--- config.mk ---
export PLATFORM = sky130hd
export DESIGN_NAME = peak_gated_voice_activity_detector
export DESIGN_NICKNAME = d
export VERILOG_FILES = /design/src/hdl/pgvad_pkg.sv /design/src/hdl/pgvad_acc.sv /design/src/hdl/pgvad_div.sv /design/src/hdl/peak_gated_voice_activity_detector.sv
export SDC_FILE = /design/constraint.sdc
export NUM_CORES = 1
export LEC_CHECK = 0
export ABC_AREA = 1
export BUFFER_PORTS_ARGS = -buffer_cell sky130_fd_sc_hd__buf_4
export CELL_PAD_IN_SITES_DETAIL_PLACEMENT = 0
export CELL_PAD_IN_SITES_GLOBAL_PLACEMENT = 2
export CORE_MARGIN = 2
export CORE_UTILIZATION = 39
export CTS_CLUSTER_DIAMETER = 200
export DETAILED_ROUTE_END_ITERATION = 7
export PLACE_DENSITY = 0.82
export REMOVE_ABC_BUFFERS = 1
export SLEW_MARGIN = 40
export SYNTH_ARGS = -nofsm -noshare
export SYNTH_HDL_FRONTEND = slang
export SYNTH_SLANG_ARGS = --single-unit
--- constraint.sdc ---
create_clock -name clk -period 13.02 [get_ports clk]
set_input_delay 1.953 -clock clk [delete_from_list [all_inputs] [get_ports clk]]
set_output_delay 1.953 -clock clk [all_outputs]
set_load 0.02 [all_outputs]
--- src/hdl/pgvad_pkg.sv ---
// Shared types and constants for the peak-gated voice activity detector.
`default_nettype none
package pgvad_pkg;

  localparam int DEF_MAX_CHUNK  = 4096;
  localparam int DEF_TIME_WIDTH = 32;

  localparam int SAMPLE_W   = 16;
  localparam int LEVEL_W    = 16;
  localparam int MS_W       = 16;
  localparam int SPM_W      = 9;
  localparam int START_W    = 33;
  localparam int END_W      = 32;
  localparam int CFG_IDX_W  = 3;
  localparam int CFG_DATA_W = 16;
  localparam int IN_DATA_W  = 16;
  localparam int OUT_DATA_W = 120;

  localparam logic [LEVEL_W-1:0] CLIP_LEVEL = 16'd32767;

  localparam logic             RST_VAD_ENABLE     = 1'b1;
  localparam logic [LEVEL_W-1:0] RST_LEVEL_THRESHOLD = 16'd2000;
  localparam logic [MS_W-1:0]  RST_HEAD_MARGIN_MS = 16'd300;
  localparam logic [MS_W-1:0]  RST_TAIL_MARGIN_MS = 16'd300;
  localparam logic [MS_W-1:0]  RST_MIN_SAMPLE_MS  = 16'd500;
  localparam logic [SPM_W-1:0] RST_SAMPLES_PER_MS = 9'd16;

  localparam logic [CFG_IDX_W-1:0] REG_VAD_ENABLE      = 3'd0;
  localparam logic [CFG_IDX_W-1:0] REG_LEVEL_THRESHOLD = 3'd1;
  localparam logic [CFG_IDX_W-1:0] REG_HEAD_MARGIN_MS  = 3'd2;
  localparam logic [CFG_IDX_W-1:0] REG_TAIL_MARGIN_MS  = 3'd3;
  localparam logic [CFG_IDX_W-1:0] REG_MIN_SAMPLE_MS   = 3'd4;
  localparam logic [CFG_IDX_W-1:0] REG_SAMPLES_PER_MS  = 3'd5;

  typedef enum logic [2:0] {
    ST_IDLE,
    ST_MEAN,
    ST_MEAN_WAIT,
    ST_MS,
    ST_MS_WAIT,
    ST_TIME,
    ST_ELAPSE,
    ST_DECIDE
  } seq_state_t;

  typedef struct packed {
    logic add;
    logic clear;
  } acc_ctl_t;

  typedef struct packed {
    logic busy;
    logic done;
  } div_stat_t;

endpackage : pgvad_pkg
`default_nettype wire

--- src/hdl/pgvad_acc.sv ---
// Chunk accumulator: absolute peak, sum of magnitudes and sample count.
`default_nettype none
module pgvad_acc
  import pgvad_pkg::*;
#(
  parameter int MAX_CHUNK = DEF_MAX_CHUNK,
  parameter int CNT_W     = $clog2(MAX_CHUNK + 1),
  parameter int SUM_W     = 15 + CNT_W
) (
  input  wire logic                       clk,
  input  wire logic                       rst,
  input  wire acc_ctl_t                   ctl,
  input  wire logic signed [SAMPLE_W-1:0] sample,
  output logic [LEVEL_W-1:0]              peak,
  output logic [SUM_W-1:0]                sum,
  output logic [CNT_W-1:0]                count
);

  logic [LEVEL_W-1:0] mag;

  assign mag = sample[SAMPLE_W-1] ? (~sample + 1'b1) : sample;

  always_ff @(posedge clk) begin
    if (rst || ctl.clear) begin
      peak  <= '0;
      sum   <= '0;
      count <= '0;
    end else if (ctl.add && (count < CNT_W'(MAX_CHUNK))) begin
      if (mag > peak) begin
        peak <= mag;
      end
      sum   <= sum + SUM_W'(mag);
      count <= count + 1'b1;
    end
  end

endmodule : pgvad_acc
`default_nettype wire

--- src/hdl/pgvad_div.sv ---
// Shared restoring divider, one quotient bit per cycle.
`default_nettype none
module pgvad_div
  import pgvad_pkg::*;
#(
  parameter int DIVD_W = 28,
  parameter int DIVS_W = 13
) (
  input  wire logic              clk,
  input  wire logic              rst,
  input  wire logic              start,
  input  wire logic [DIVD_W-1:0] dividend,
  input  wire logic [DIVS_W-1:0] divisor,
  output logic [DIVD_W-1:0]      quotient,
  output div_stat_t              stat
);

  localparam int ITER_W = $clog2(DIVD_W + 1);

  logic [DIVS_W-1:0] rem;
  logic [DIVS_W-1:0] dvs;
  logic [ITER_W-1:0] iter;
  logic [DIVS_W:0]   trial;
  logic [DIVS_W:0]   diff;
  logic              ge;

  assign trial = {rem, quotient[DIVD_W-1]};
  assign ge    = trial >= {1'b0, dvs};
  assign diff  = trial - {1'b0, dvs};

  always_ff @(posedge clk) begin
    if (rst) begin
      stat <= '0;
      iter <= '0;
    end else begin
      stat.done <= 1'b0;
      if (start) begin
        stat.busy <= 1'b1;
        iter      <= ITER_W'(DIVD_W);
      end else if (stat.busy) begin
        iter <= iter - 1'b1;
        if (iter == ITER_W'(1)) begin
          stat.busy <= 1'b0;
          stat.done <= 1'b1;
        end
      end
    end
  end

  always_ff @(posedge clk) begin
    if (start) begin
      quotient <= dividend;
      dvs      <= divisor;
      rem      <= '0;
    end else if (stat.busy) begin
      quotient <= {quotient[DIVD_W-2:0], ge};
      rem      <= ge ? diff[DIVS_W-1:0] : trial[DIVS_W-1:0];
    end
  end

endmodule : pgvad_div
`default_nettype wire

--- src/hdl/peak_gated_voice_activity_detector.sv ---
// Top level of the peak-gated voice activity detector with hangover.
//
// Audio samples enter on the s_ stream, one signed 16-bit sample per item,
// with s_tlast on the final sample of a chunk. Each sample that does not end
// a chunk is taken while the block is idle. The sample that ends a chunk
// starts a sequence that runs the shared divider twice (mean level, then
// chunk length in milliseconds) and then updates the detection state;
// s_tready is low during it. The divider gives one quotient bit per cycle.
// The result sits in an output register. While it waits, samples of the next
// chunk are still taken, and so is the sample that closes it; that chunk's
// sequence then holds before its decision step, with s_tready low, until the
// waiting result has gone.
// Reset clears the accumulators, the clock and the detection state, and loads
// the default register values. The user must write registers through cfg_we,
// cfg_index and cfg_data only while the block is idle; it does not enforce this.
`default_nettype none
module peak_gated_voice_activity_detector
  import pgvad_pkg::*;
#(
  parameter int MAX_CHUNK  = DEF_MAX_CHUNK,
  parameter int TIME_WIDTH = DEF_TIME_WIDTH
) (
  input  wire logic                  clk,
  input  wire logic                  rst,
  input  wire logic                  cfg_we,
  input  wire logic [CFG_IDX_W-1:0]  cfg_index,
  input  wire logic [CFG_DATA_W-1:0] cfg_data,
  input  wire logic                  s_tvalid,
  output logic                       s_tready,
  // [15:0] sample
  input  wire logic [IN_DATA_W-1:0]  s_tdata,
  input  wire logic                  s_tlast,
  output logic                       m_tvalid,
  input  wire logic                  m_tready,
  // [15:0] chunk_peak, [31:16] chunk_mean, [32] clipping, [33] pass_through,
  // [34] trim_to_head, [35] listening_start, [36] utterance_done,
  // [69:37] utterance_start_ms, [101:70] utterance_end_ms,
  // [117:102] overall_peak, [119:118] zero
  output logic [OUT_DATA_W-1:0]      m_tdata
);

  localparam int CNT_W   = $clog2(MAX_CHUNK + 1);
  localparam int SUM_W   = 15 + CNT_W;
  localparam int DIVS_W  = (CNT_W > SPM_W) ? CNT_W : SPM_W;
  localparam int CALC_W  = (TIME_WIDTH > START_W) ? TIME_WIDTH : START_W;

  // Configuration registers.
  logic               vad_enable;
  logic [LEVEL_W-1:0] level_threshold;
  logic [MS_W-1:0]    head_margin_ms;
  logic [MS_W-1:0]    tail_margin_ms;
  logic [MS_W-1:0]    min_sample_ms;
  logic [SPM_W-1:0]   samples_per_ms;

  always_ff @(posedge clk) begin
    if (rst) begin
      vad_enable      <= RST_VAD_ENABLE;
      level_threshold <= RST_LEVEL_THRESHOLD;
      head_margin_ms  <= RST_HEAD_MARGIN_MS;
      tail_margin_ms  <= RST_TAIL_MARGIN_MS;
      min_sample_ms   <= RST_MIN_SAMPLE_MS;
      samples_per_ms  <= RST_SAMPLES_PER_MS;
    end else if (cfg_we) begin
      case (cfg_index)
        REG_VAD_ENABLE:      vad_enable      <= cfg_data[0];
        REG_LEVEL_THRESHOLD: level_threshold <= cfg_data[LEVEL_W-1:0];
        REG_HEAD_MARGIN_MS:  head_margin_ms  <= cfg_data[MS_W-1:0];
        REG_TAIL_MARGIN_MS:  tail_margin_ms  <= cfg_data[MS_W-1:0];
        REG_MIN_SAMPLE_MS:   min_sample_ms   <= cfg_data[MS_W-1:0];
        REG_SAMPLES_PER_MS:  samples_per_ms  <= cfg_data[SPM_W-1:0];
        default: ;
      endcase
    end
  end

  // Sequencer.
  seq_state_t state;
  seq_state_t state_next;
  acc_ctl_t   acc_ctl;
  div_stat_t  div_stat;
  logic       div_start;
  logic       out_free;
  logic       dec_fire;

  assign out_free = !m_tvalid || m_tready;

  always_ff @(posedge clk) begin
    if (rst) begin
      state <= ST_IDLE;
    end else begin
      state <= state_next;
    end
  end

  always_comb begin
    state_next    = state;
    s_tready      = 1'b0;
    div_start     = 1'b0;
    dec_fire      = 1'b0;
    acc_ctl.add   = 1'b0;
    acc_ctl.clear = 1'b0;
    case (state)
      ST_IDLE: begin
        s_tready    = 1'b1;
        acc_ctl.add = s_tvalid;
        if (s_tvalid && s_tlast) begin
          state_next = ST_MEAN;
        end
      end
      ST_MEAN: begin
        div_start  = 1'b1;
        state_next = ST_MEAN_WAIT;
      end
      ST_MEAN_WAIT: begin
        if (div_stat.done) begin
          state_next = ST_MS;
        end
      end
      ST_MS: begin
        div_start  = 1'b1;
        state_next = ST_MS_WAIT;
      end
      ST_MS_WAIT: begin
        if (div_stat.done) begin
          state_next = ST_TIME;
        end
      end
      ST_TIME: begin
        state_next = ST_ELAPSE;
      end
      ST_ELAPSE: begin
        state_next = ST_DECIDE;
      end
      ST_DECIDE: begin
        if (out_free) begin
          dec_fire      = 1'b1;
          acc_ctl.clear = 1'b1;
          state_next    = ST_IDLE;
        end
      end
      default: begin
        state_next = ST_IDLE;
      end
    endcase
  end

  // Accumulator and shared divider.
  logic [LEVEL_W-1:0] acc_peak;
  logic [SUM_W-1:0]   acc_sum;
  logic [CNT_W-1:0]   acc_count;
  logic [SUM_W-1:0]   div_dividend;
  logic [DIVS_W-1:0]  div_divisor;
  logic [SUM_W-1:0]   div_quotient;
  logic [SPM_W-1:0]   spm_eff;

  pgvad_acc #(
    .MAX_CHUNK (MAX_CHUNK),
    .CNT_W     (CNT_W),
    .SUM_W     (SUM_W)
  ) u_acc (
    .clk    (clk),
    .rst    (rst),
    .ctl    (acc_ctl),
    .sample (s_tdata[SAMPLE_W-1:0]),
    .peak   (acc_peak),
    .sum    (acc_sum),
    .count  (acc_count)
  );

  assign spm_eff = (samples_per_ms == '0) ? SPM_W'(1) : samples_per_ms;

  always_comb begin
    if (state == ST_MS) begin
      div_dividend = SUM_W'(acc_count);
      div_divisor  = DIVS_W'(spm_eff);
    end else begin
      div_dividend = acc_sum;
      div_divisor  = DIVS_W'(acc_count);
    end
  end

  pgvad_div #(
    .DIVD_W (SUM_W),
    .DIVS_W (DIVS_W)
  ) u_div (
    .clk      (clk),
    .rst      (rst),
    .start    (div_start),
    .dividend (div_dividend),
    .divisor  (div_divisor),
    .quotient (div_quotient),
    .stat     (div_stat)
  );

  // Chunk figures.
  logic [LEVEL_W-1:0]    mean;
  logic [CNT_W-1:0]      this_ms;
  logic [TIME_WIDTH-1:0] now_end;
  logic                  over_min;
  logic                  silent;

  always_ff @(posedge clk) begin
    if (state == ST_MEAN_WAIT && div_stat.done) begin
      mean <= (acc_count == '0) ? '0 : div_quotient[LEVEL_W-1:0];
    end
    if (state == ST_MS_WAIT && div_stat.done) begin
      this_ms <= div_quotient[CNT_W-1:0];
    end
  end

  // Detection state.
  logic                   wait_start;
  logic                   wait_finish;
  logic                   wait_init;
  logic                   recording;
  logic [TIME_WIDTH-1:0]  now_ms;
  logic [TIME_WIDTH-1:0]  time_last_under;
  logic [TIME_WIDTH-1:0]  time_last_over;
  logic [START_W-1:0]     start_time_ms;
  logic [LEVEL_W-1:0]     previous_peak;
  logic [LEVEL_W-1:0]     peak_max;

  always_ff @(posedge clk) begin
    if (state == ST_TIME) begin
      now_end <= now_ms + TIME_WIDTH'(this_ms);
    end
    if (state == ST_ELAPSE) begin
      over_min <= (now_end - time_last_under) > TIME_WIDTH'(min_sample_ms);
      silent   <= (now_end - time_last_over) > TIME_WIDTH'(tail_margin_ms);
    end
  end

  logic                  wait_start_next;
  logic                  wait_finish_next;
  logic                  wait_init_next;
  logic                  recording_next;
  logic [START_W-1:0]    start_time_ms_next;
  logic [TIME_WIDTH-1:0] time_last_under_next;
  logic [TIME_WIDTH-1:0] time_last_over_next;
  logic [CALC_W-1:0]     start_calc;
  logic                  ev_pass;
  logic                  ev_trim;
  logic                  ev_listen;
  logic                  ev_done;
  logic                  loud;
  logic                  prev_loud;

  assign loud       = acc_peak > level_threshold;
  assign prev_loud  = previous_peak > level_threshold;
  assign start_calc = CALC_W'(time_last_under) - CALC_W'(head_margin_ms);

  always_comb begin
    wait_start_next      = wait_start;
    wait_finish_next     = wait_finish;
    wait_init_next       = wait_init;
    recording_next       = recording;
    start_time_ms_next   = start_time_ms;
    time_last_under_next = time_last_under;
    time_last_over_next  = time_last_over;
    ev_pass              = 1'b0;
    ev_trim              = 1'b0;
    ev_listen            = 1'b0;
    ev_done              = 1'b0;
    if (vad_enable) begin
      if (loud) begin
        if (prev_loud) begin
          if (wait_start) begin
            if (over_min) begin
              wait_start_next  = 1'b0;
              wait_finish_next = 1'b1;
              if (!recording) begin
                ev_listen      = 1'b1;
                ev_pass        = 1'b1;
                recording_next = 1'b1;
              end
            end
          end else begin
            ev_pass = 1'b1;
          end
        end else begin
          if (wait_init) begin
            start_time_ms_next = start_calc[START_W-1:0];
            wait_init_next     = 1'b0;
          end
          if (wait_finish) begin
            ev_pass = 1'b1;
          end
        end
        time_last_over_next = now_end;
      end else begin
        if (wait_finish) begin
          ev_pass = 1'b1;
          if (silent) begin
            recording_next   = 1'b0;
            wait_finish_next = 1'b0;
            wait_start_next  = 1'b1;
            wait_init_next   = 1'b1;
            ev_done          = 1'b1;
          end
        end else if (wait_init) begin
          ev_trim = 1'b1;
        end else if (wait_start) begin
          if (silent) begin
            wait_init_next = 1'b1;
            ev_trim        = 1'b1;
          end
        end
        time_last_under_next = now_end;
      end
    end
  end

  always_ff @(posedge clk) begin
    if (rst) begin
      wait_start      <= 1'b1;
      wait_finish     <= 1'b0;
      wait_init       <= 1'b1;
      recording       <= 1'b0;
      now_ms          <= '0;
      time_last_under <= '0;
      time_last_over  <= '0;
      start_time_ms   <= '0;
      previous_peak   <= '0;
      peak_max        <= '0;
    end else if (dec_fire) begin
      if (acc_peak > peak_max) begin
        peak_max <= acc_peak;
      end
      if (vad_enable) begin
        wait_start      <= wait_start_next;
        wait_finish     <= wait_finish_next;
        wait_init       <= wait_init_next;
        recording       <= recording_next;
        start_time_ms   <= start_time_ms_next;
        time_last_under <= time_last_under_next;
        time_last_over  <= time_last_over_next;
        previous_peak   <= acc_peak;
        now_ms          <= now_end;
      end
    end
  end

  // Output register.
  logic [LEVEL_W-1:0] out_peak;
  logic [LEVEL_W-1:0] out_mean;
  logic               out_clip;
  logic               out_pass;
  logic               out_trim;
  logic               out_listen;
  logic               out_done;
  logic [START_W-1:0] out_start;
  logic [END_W-1:0]   out_end;
  logic [LEVEL_W-1:0] out_overall;

  always_ff @(posedge clk) begin
    if (rst) begin
      m_tvalid <= 1'b0;
    end else if (dec_fire) begin
      m_tvalid <= 1'b1;
    end else if (m_tready) begin
      m_tvalid <= 1'b0;
    end
  end

  always_ff @(posedge clk) begin
    if (dec_fire) begin
      out_peak    <= acc_peak;
      out_mean    <= mean;
      out_clip    <= acc_peak >= CLIP_LEVEL;
      out_pass    <= ev_pass;
      out_trim    <= ev_trim;
      out_listen  <= ev_listen;
      out_done    <= ev_done;
      out_start   <= ev_done ? start_time_ms : '0;
      out_end     <= END_W'(now_end);
      out_overall <= (acc_peak > peak_max) ? acc_peak : peak_max;
    end
  end

  assign m_tdata = {2'b00, out_overall, out_end, out_start, out_done, out_listen,
                    out_trim, out_pass, out_clip, out_mean, out_peak};

  // The start and finish waits alternate and never overlap.
  a_wait_onehot: assert property (@(posedge clk) disable iff (rst)
    $onehot({wait_start, wait_finish}))
    else $error("start and finish waits not exclusive");

  // An utterance is being recorded exactly while its end is awaited.
  a_rec_finish: assert property (@(posedge clk) disable iff (rst)
    recording |-> wait_finish)
    else $error("recording without finish wait");

  // One chunk cannot both confirm a start and finish an utterance.
  a_listen_done: assert property (@(posedge clk) disable iff (rst)
    m_tvalid |-> !(out_listen && out_done))
    else $error("start and finish in one chunk");

  // Trimming only happens outside an utterance, where audio is never passed.
  a_pass_trim: assert property (@(posedge clk) disable iff (rst)
    m_tvalid |-> !(out_pass && out_trim))
    else $error("pass-through and trim together");

  // The divider is started only when it is free.
  a_div_free: assert property (@(posedge clk) disable iff (rst)
    div_start |-> !div_stat.busy)
    else $error("divider restarted while busy");

endmodule : peak_gated_voice_activity_detector
`default_nettype wire
==> impl_metrics.toml <==
[synthesis]
synth_top_cell_by_area = "edfxtp_1"
synth-edff-count = 222
synth_compound_area_share_pct = 13.27
avgSynthCellArea_um2 = 7.502
postSynthCellCount = 4155
yosys.area_share.simple_pct = 22.97
synth_top_family_by_area = "simple AND/OR/NAND/NOR gates"
ys_seq_area_share_pct = 41.94
ys_ff_latch = 542
synth.distinct_cells = 55
ys_warn_count = 0
synth_flop_cell = "dfxtp_1"
synth_xor_area_share_pct = 3.034
syn_area_mm2 = 0.03117
synth_top_area_share_pct = 21.39
synth.area.mux_share_pct = 0
synth_fa_ha_area_share_pct = 9.256
ys_async_sr_fraction_pct = 0
synthTopCellsByArea = "edfxtp_1 (21%), dfxtp_1 (21%), nand2_1 (12%)"

[clock_network]
htreeDepth = 2
clkTransAtPathRegs_ns = 0.06
cts_tree = "yes"
root_buffer = "clkbuf_16"
cts_max_path_buffers = 3
cts_hold_repair.buffers = 0
cts_resized = 0
post_cts_buffers = 0
clk_latency_ns = 0.67
clock_sinks = 542
cts_buffers = 61

[grt]
grt_pass1_vias = 25220
antenna_found_initial = 7
grt_pass1_wl_mm = 148.5
grt-ovfl-total = 0
grt_max_degree = 81
track_usage_pct = 23.30

[worst_setup_path]
cp_cell_sequence = "buf_4, inv_1, ha_1, nand3_1, nor2_1, nand3_1, o21ai_0, nand2_1, xor2_1, ha_1, nand4_1, nor3_1, a21oi_2, nand2_1, o21ai_0, nor2_1"
crit_start = "s_tdata[0]"
critPathRequiredTime_ns = 13.57
arrival_ns = 5.53
critPathKind = "primary input to register"
critPathTopFamily = "simple AND/OR/NAND/NOR gates"
start_kind = "primary input"
r2r-start = "now_end[0]"
slowest_delay_ns = 0.62
cp_slowest_cell = "a21oi_2"
worst-path-buf-inv = 2
cp_max_fo = 17
end_kind = "register"

[timing]
fin_crit_sh_pct = 38.29
rsz0062_at_grt = "no"
setup_slack_ns = 8.035
min_period_ns = 4.985
fmax_mhz = 200.6
slew_viol_final = 0
hold_viol = 0
finalSetupViolCount = 0
worst_slew_pin_slew_ns = 0.8345
relSlewSlack_pct = 43.78
clock_skew_ns = 0.04293
final.setup.tns_ns = 0

[floorplanning]
ios = 163
die_w_um = 286.7
die_h_um = 286.7
die_area_mm2 = 0.08221
coreArea_mm2 = 0.07900
num_rows = 103
start_util_pct = 39.46

[detailed_routing]
wl_per_cell_um = 17.93
post-route-drc-count = 0
drt-pass1-iter-count = 6
ant_nets = 0
vias = 26680
viasPerCell = 4.941
finalWirelength_mm = 96.80
drt-initial-drc-count = 1580

[finish]
fin_nets = 4563
layout_commonest_cell = "nand2_1"
final_cell_mix = "nand2_1 (991), inv_1 (651), nor2_1 (384)"
instances_no_fill = 5399
fillers = 8153
drive_above_1_share_pct = 7.728
areaGrowthSynthToFinish_pct = 14.49
final_util_pct = 45.18

[place]
portBuffers = 160
dp_worst_setup_slack_ns = 7.392
place_inst = 5282
dp_hpwl_mm = 73.92
routabilityCongestion = 0.9101

[worst_hold_path]
hold_path_startpoint = "mean[10]"
hold_class = "register to register"

[run_status]
outcome = "completed"

[power]
ir_drop_v = 0.0001416
p_total_uw = 5342
leakage_uw = 0.01604
powerDensity_mw_per_mm2 = 149.7

[job]
maxCapViolCount = 0
routing by layer:
layer	vias up	wire (µm)	global-route usage, %
li1	13810	-	-
met1	12190	45770	31.79
met2	496	43650	37.84
met3	178	3834	2.941
met4	2	3538	8.403
met5	-	11	0
logic make-up (layout without fill, tap and decap cells):
kind of cell	after synthesis	after routing
AOI/OAI and AO/OA	764	764
xor gates and xnor gates	108	108
adders and majority gates	227	227
buffers and inverters	769	961
DFF	542	542
other	1	3
and+or+nand+nor	1744	1744
cell usage after synthesis (3+ instances only):
master	count
nor3_1	66
o221ai_1	12
nand4_1	36
clkbuf_1	71
a31oi_1	6
and3_1	4
inv_1	655
inv_2	4
o21ai_1	22
edfxtp_1	222
o21bai_1	24
dfxtp_1	320
o21ai_0	276
buf_2	23
fa_1	6
or2_2	7
nand3_1	201
nand2_1	992
nor2_1	388
and2_1	23
buf_6	3
nand3b_1	3
a21oi_2	7
a21boi_0	6
a21oi_1	351
ha_1	221
o21a_1	6
xnor2_1	24
o211ai_1	30
xor2_1	84
buf_4	8
nor2_2	6
nand3_2	3
a21o_1	10
nor4_1	8
state kept, by name, summed over array words and instances, names as in the netlist, 28 cells and up:
signal	flops
time_last_over	32
out_end	32
time_last_under	32
now_end	32
u_div.quotient	28
u_acc.sum	28
now_ms	32
out_start	33
start_time_ms	33
path summary, 6_finish.rpt:
kind	to	slack, ns	cells past startpoint
max	u_acc.peak[14]	8.03	16
min	out_mean[10]	0.42	0
max reg2reg	over_min	8.86	23
min reg2reg	out_mean[10]	0.42	0
area by class of cell:
| type | count | area (µm²) | area share (%) |
|---|---|---|---|
| clock inverters | 43 | 589.3 | 1.651 |
| repair buffers | 183 | 1425 | 3.993 |
| well taps | 1050 | 1314 | 3.681 |
| multi-input cells | 2845 | 15180 | 42.52 |
| clock buffers | 73 | 1615 | 4.526 |
| flip-flops and latches | 542 | 13070 | 36.63 |
| diodes | 1 | 2.502 | 0.007011 |
| inverters | 662 | 2495 | 6.990 |
metrics by stage:
step,cell area [µm²],hold slack [ns]
global placement,33390,0.4016
finish,35690,0.4205
CTS,35690,0.4245
detailed placement,33480,0.4068
global route,35690,0.4391
floorplan,30690,0.4003
power breakdown:
| part | leakage [µW] | total, µW | internal [µW] | switching [µW] |
|---|---|---|---|---|
| Combinational | 0.0103 | 1360 | 445 | 912 |
| Clock | 0.00105 | 1880 | 1110 | 767 |
| Sequential | 0.00472 | 2110 | 1970 | 134 |
| Total | 0.0160 | 5340 | 3530 | 1810 |
Power figures use the tool's default switching activity.
